[config.mk]
export PLATFORM = sky130hd
export DESIGN_NAME = igm_ctrl
export DESIGN_NICKNAME = d
export VERILOG_FILES = /design/src/hw/rtl/igm_pkg.sv /design/src/hw/rtl/igm_ctrl.sv
export SDC_FILE = /design/constraint.sdc
export NUM_CORES = 1
export LEC_CHECK = 0
export BUFFER_PORTS_ARGS = -buffer_cell sky130_fd_sc_hd__buf_2
export CORE_AREA = 4 4 41 43
export DETAILED_ROUTE_END_ITERATION = 6
export DIE_AREA = 0 0 45 47
export PLACE_DENSITY_LB_ADDON = 0.25
export SLEW_MARGIN = 20
export SYNTH_ARGS = -nofsm -noshare
export SYNTH_HDL_FRONTEND = slang
export SYNTH_SLANG_ARGS = --single-unit
[constraint.sdc]
create_clock -name clk_i -period 2.4 [get_ports clk_i]
set_clock_uncertainty 0.15 [all_clocks]
set_input_delay 0.36 -clock clk_i [delete_from_list [all_inputs] [get_ports clk_i]]
set_output_delay 0.36 -clock clk_i [all_outputs]
set_load 0.1 [all_outputs]
[src/hw/rtl/igm_pkg.sv]
`timescale 1ns / 1ps
package igm_pkg;
  localparam int MaxWidth = 1024;
  localparam int AddrW = $clog2(MaxWidth);
  localparam int WidthW = 11;
  localparam int HeightW = 16;
  localparam int ColW = 10;
  localparam logic [14:0] Sqrt2Q14 = 15'd23170;

  localparam logic RegImageWidth = 1'b0;
  localparam logic RegImageHeight = 1'b1;

  typedef enum logic [1:0] {
    StIdle,
    StRead,
    StCalc,
    StRoot
  } igm_state_e;

  // Controller commands to the datapath.
  typedef struct packed {
    logic start;
    logic shift;
    logic calc;
    logic root_step;
    logic root_done;
  } igm_cmd_t;

  // Datapath status back to the controller.
  typedef struct packed {
    logic has_result;
    logic root_last;
  } igm_stat_t;
endpackage

[src/hw/rtl/igm_ctrl.sv]
`timescale 1ns / 1ps
module igm_ctrl (
  input  logic              clk_i,
  input  logic              rst_ni,
  input  logic              in_fire_i,
  input  logic              out_free_i,
  input  igm_pkg::igm_stat_t stat_i,
  output igm_pkg::igm_cmd_t  cmd_o,
  output logic              in_ready_o,
  output logic              out_load_o
);
  import igm_pkg::*;

  igm_state_e state_q, state_d;

  always_ff @(posedge clk_i or negedge rst_ni) begin
    if (!rst_ni) begin
      state_q <= StIdle;
    end else begin
      state_q <= state_d;
    end
  end

  // Read lines, shift window, then for a pixel with a result compute gradients and run the root loop.
  always_comb begin
    state_d = state_q;
    cmd_o = '0;
    in_ready_o = 1'b0;
    out_load_o = 1'b0;
    unique case (state_q)
      StIdle: begin
        in_ready_o = 1'b1;
        if (in_fire_i) begin
          cmd_o.start = 1'b1;
          state_d = StRead;
        end
      end
      StRead: begin
        cmd_o.shift = 1'b1;
        state_d = StCalc;
      end
      StCalc: begin
        if (stat_i.has_result) begin
          cmd_o.calc = 1'b1;
          state_d = StRoot;
        end else begin
          state_d = StIdle;
        end
      end
      StRoot: begin
        if (!stat_i.root_last) begin
          cmd_o.root_step = 1'b1;
        end else if (out_free_i) begin
          cmd_o.root_done = 1'b1;
          out_load_o = 1'b1;
          state_d = StIdle;
        end
      end
      default: state_d = StIdle;
    endcase
  end
endmodule

* Word level (Yosys, flattened, before mapping)
Index checks and enable logic that the tools add are counted.
Word-level totals: register bits 2, input bits 6, output and inout bits 7, word-level logic and storage cells 25
Operators by class: equality and inequality tests 6, mux-type cells 16, reduce and logical (&&, ||, !) cells 2
Operators by type and width (count):
- $mux W1 | 10
- $mux W2 | 5
- $pmux W2 S4 | 1
- $ne A2 B2 Y1 const B | 3
- $eq A2 B2 Y1 const B | 2
- $reduce_and A3 Y1 | 1
- $eq A2 B1 Y1 const B | 1
- $logic_not A2 Y1 | 1

* Depth between registers and ports, before layout
depth after elaboration 3, mapped depth 2, mapped depth without buffers 2

* Worst setup path before layout
No wires, ideal clock.
path type register to output, start reg state_q[0], end out cmd_o[4] in the netlist's numbering, arrival time 2619 ps, required time 1890 ps, slack -729 ps, stages on the path, launching flop included 3, path buffers 0, path through dfrtp_1 > nor2_1 > and2_1
RTL lines:
- start: declaration | line igm_ctrl.sv:14 | igm_state_e state_q, state_d;
- start signal: assignment | line igm_ctrl.sv:18 | state_q <= StIdle;
- start signal: assignment | line igm_ctrl.sv:20 | state_q <= state_d;
- end: declaration | line igm_ctrl.sv:8 | output igm_pkg::igm_cmd_t cmd_o,

* Final worst setup path
start reg state_q[1], end out out_load_o
On the way: cells in the longest elaborated chain, start to end 2
RTL lines:
- $eq A2 B2 Y1 | line igm_ctrl.sv:30 | unique case (state_q)
- $mux W1 | line igm_ctrl.sv:30
- end: declaration | line igm_ctrl.sv:10 | output logic out_load_o
No other way between the ends.

==> flow_summary.yaml <==
sta:
  fmax_mhz: 529.1
  hold_viol: 0
  drv_slew: 0
  fin_crit_ns: 1.890
  finalSetupViolCount: 0
  fin_ws_ns: 0.5099
  maxSlewHeadroom: 0.6753
  worst_pin_slew_ns: 0.4904
  fin_setup_tns_ns: 0
  post-route-period-util: 0.7876
  holdWs_ns: 0.2912
  rsz0062_at_grt: "false"
clock_tree:
  clk_pin_slew_ns: 0.03
  cts_tree: "built"
  clock-sinks: 2
  cts_buffers: 3
  clk_path_buf_depth: 2
  htreeDepth: 1
  postCtsSetupBuffers: 0
  cts-root-buf: "clkbuf_4"
  insertion_delay_ns: 0.22
yosys:
  ys_warn_count: 0
  synth.yosys.seq_area_share: 0.3774
  synth_area_leaders: "dfrtp_1, nor2_1, and2_1"
  syn_area_per_cell_um2: 8.289
  yosysTopAreaCell: "dfrtp_1"
  ys_ff_latch: 2
  syn-num-nets: 22
  syn-instance-count: 16
  syn_area_um2: 132.6
  yosysTopAreaCellShare: 0.3774
  synth_cell_types: 10
cells_and_area:
  nFillCells: 151
  diodes: 0
  top_register: "state_q"
  largest_reg_flops: 2
  nets: 39
  drive_above_1_share: 0.6129
  reg_top3: "state_q: 2 flops"
  synthToLayoutAreaGrowth_pct: 81.13
  stdcell_count: 46
drt:
  antenna_left: 0
  drc_errors: 0
  drtIter0Drc: 0
  drt_pre_antenna_iters: 1
  via_per_inst: 3.413
  wl_per_cell_um: 8.717
  vias: 157
  wl_um: 401
status:
  status: "finished, final reports clean"
die:
  rows: 13
  fp.dieArea_mm2: 0.002115
  die_x_um: 45
  pin_count: 13
  die_h_um: 47
  start_util: 0.1019
  core_area_mm2: 0.001301
critical_path:
  cp.required_ns: 1.89
  cp-start-kind: "register"
  worstSetupEndpointType: "output pin"
  critPathArrivalTime_ns: 1.38
  critical_path_class: "register to output pin"
  crit_fanout: 7
place:
  pre_cts_ws_ns: 0.7412
  dp.cells: 42
  globalplace.congestion: 0.6506
  place.port_buffers: 12
  dp_hpwl_um: 320.8
global_route:
  grt_max_degree: 8
  globalRouteTotalUtil: 0.04183
  grt_pass1_vias: 151
  gr-total-overflow: 0
  grt_pass1_wl_um: 565
  antenna_found_initial: 0
job:
  max_cap_viol_count: 0
worst_hold_path:
  min_path_type: "input port to register"
per-layer routing:
metal	vias up	track usage	part of all wire	routed length, um
li1	85	-	-	-
met1	67	0.04762	0.39	158
met2	5	0.04520	0.53	211
met3	0	0.01533	0.077	31
met4	0	0.07018	0	0
met5	-	0	0	0
worst paths after layout:
kind	from	to	slack, ns	cells after the start
setup / recovery	state_q[1]	out_load_o	0.51	2
hold / removal	stat_i[1]	state_q[1]	0.29	3
hold reg to reg	state_q[0]	state_q[0]	0.43	1
max in group asynchronous	rst_ni	state_q[0]	1.70	2
setup reg to reg	state_q[1]	state_q[0]	1.34	2
min in group asynchronous	rst_ni	state_q[1]	0.30	2
cell usage in the layout, fill, tap and decap left out:
master,Yosys,routed
nor2_2,0,1
o22ai_1,1,1
mux2i_1,1,1
a21oi_1,1,1
and2_1,2,1
nor2_1,4,3
dfrtp_1,2,2
and2b_2,1,1
clkbuf_4,0,3
dlygate4sd3_1,0,1
nand2_1,2,2
and4_2,1,1
and2_2,0,1
buf_2,0,12
final cells by class:
cell class                 instances  area [um^2]  share of cell area
sequential                         2        50.05              0.2083
tap                               15        18.77             0.07813
clock buffer                       3        22.52             0.09375
timing repair buffer              13        70.07              0.2917
multi-input combinational         13        78.83              0.3281
synthesized netlist by cell type:
| cell | number |
|---|---|
| dfrtp_1 | 2 |
| nor2_1 | 4 |
| o22ai_1 | 1 |
| a21oi_1 | 1 |
| and2_1 | 2 |
| buf_4 | 1 |
| mux2i_1 | 1 |
| and2b_2 | 1 |
| and4_2 | 1 |
| nand2_1 | 2 |
cell families (layout without fill, tap and decap cells):
logic type	after synthesis	count (layout)	synth area share
flops	2	2	0.3774
simple gates	10	10	0.4056
compound gates	2	2	0.08490
buf+inv	1	16	0.05662
mux	1	1	0.07547
what timing repair did:
item / in CTS / in global routing
hold buffers: 1 / 0
gates resized for setup: 0 / 0
hold endpoints to repair: 2 / 0
stage by stage:
step                  util  cell area (um^2)
CTS                 0.1846             240.2
global route        0.1846             240.2
global placement    0.1596             207.7
finish              0.1846             240.2
detailed placement  0.1596             207.7
floorplan                -             136.4
critical path, stage by stage, from the launching register on:
cell and delay [ns]:
dfrtp_1 0.45, and4_2 0.28, buf_2 0.43
Power is not shown: default switching activity piles up to over one toggle a cycle in this logic, so the estimate is an artifact.
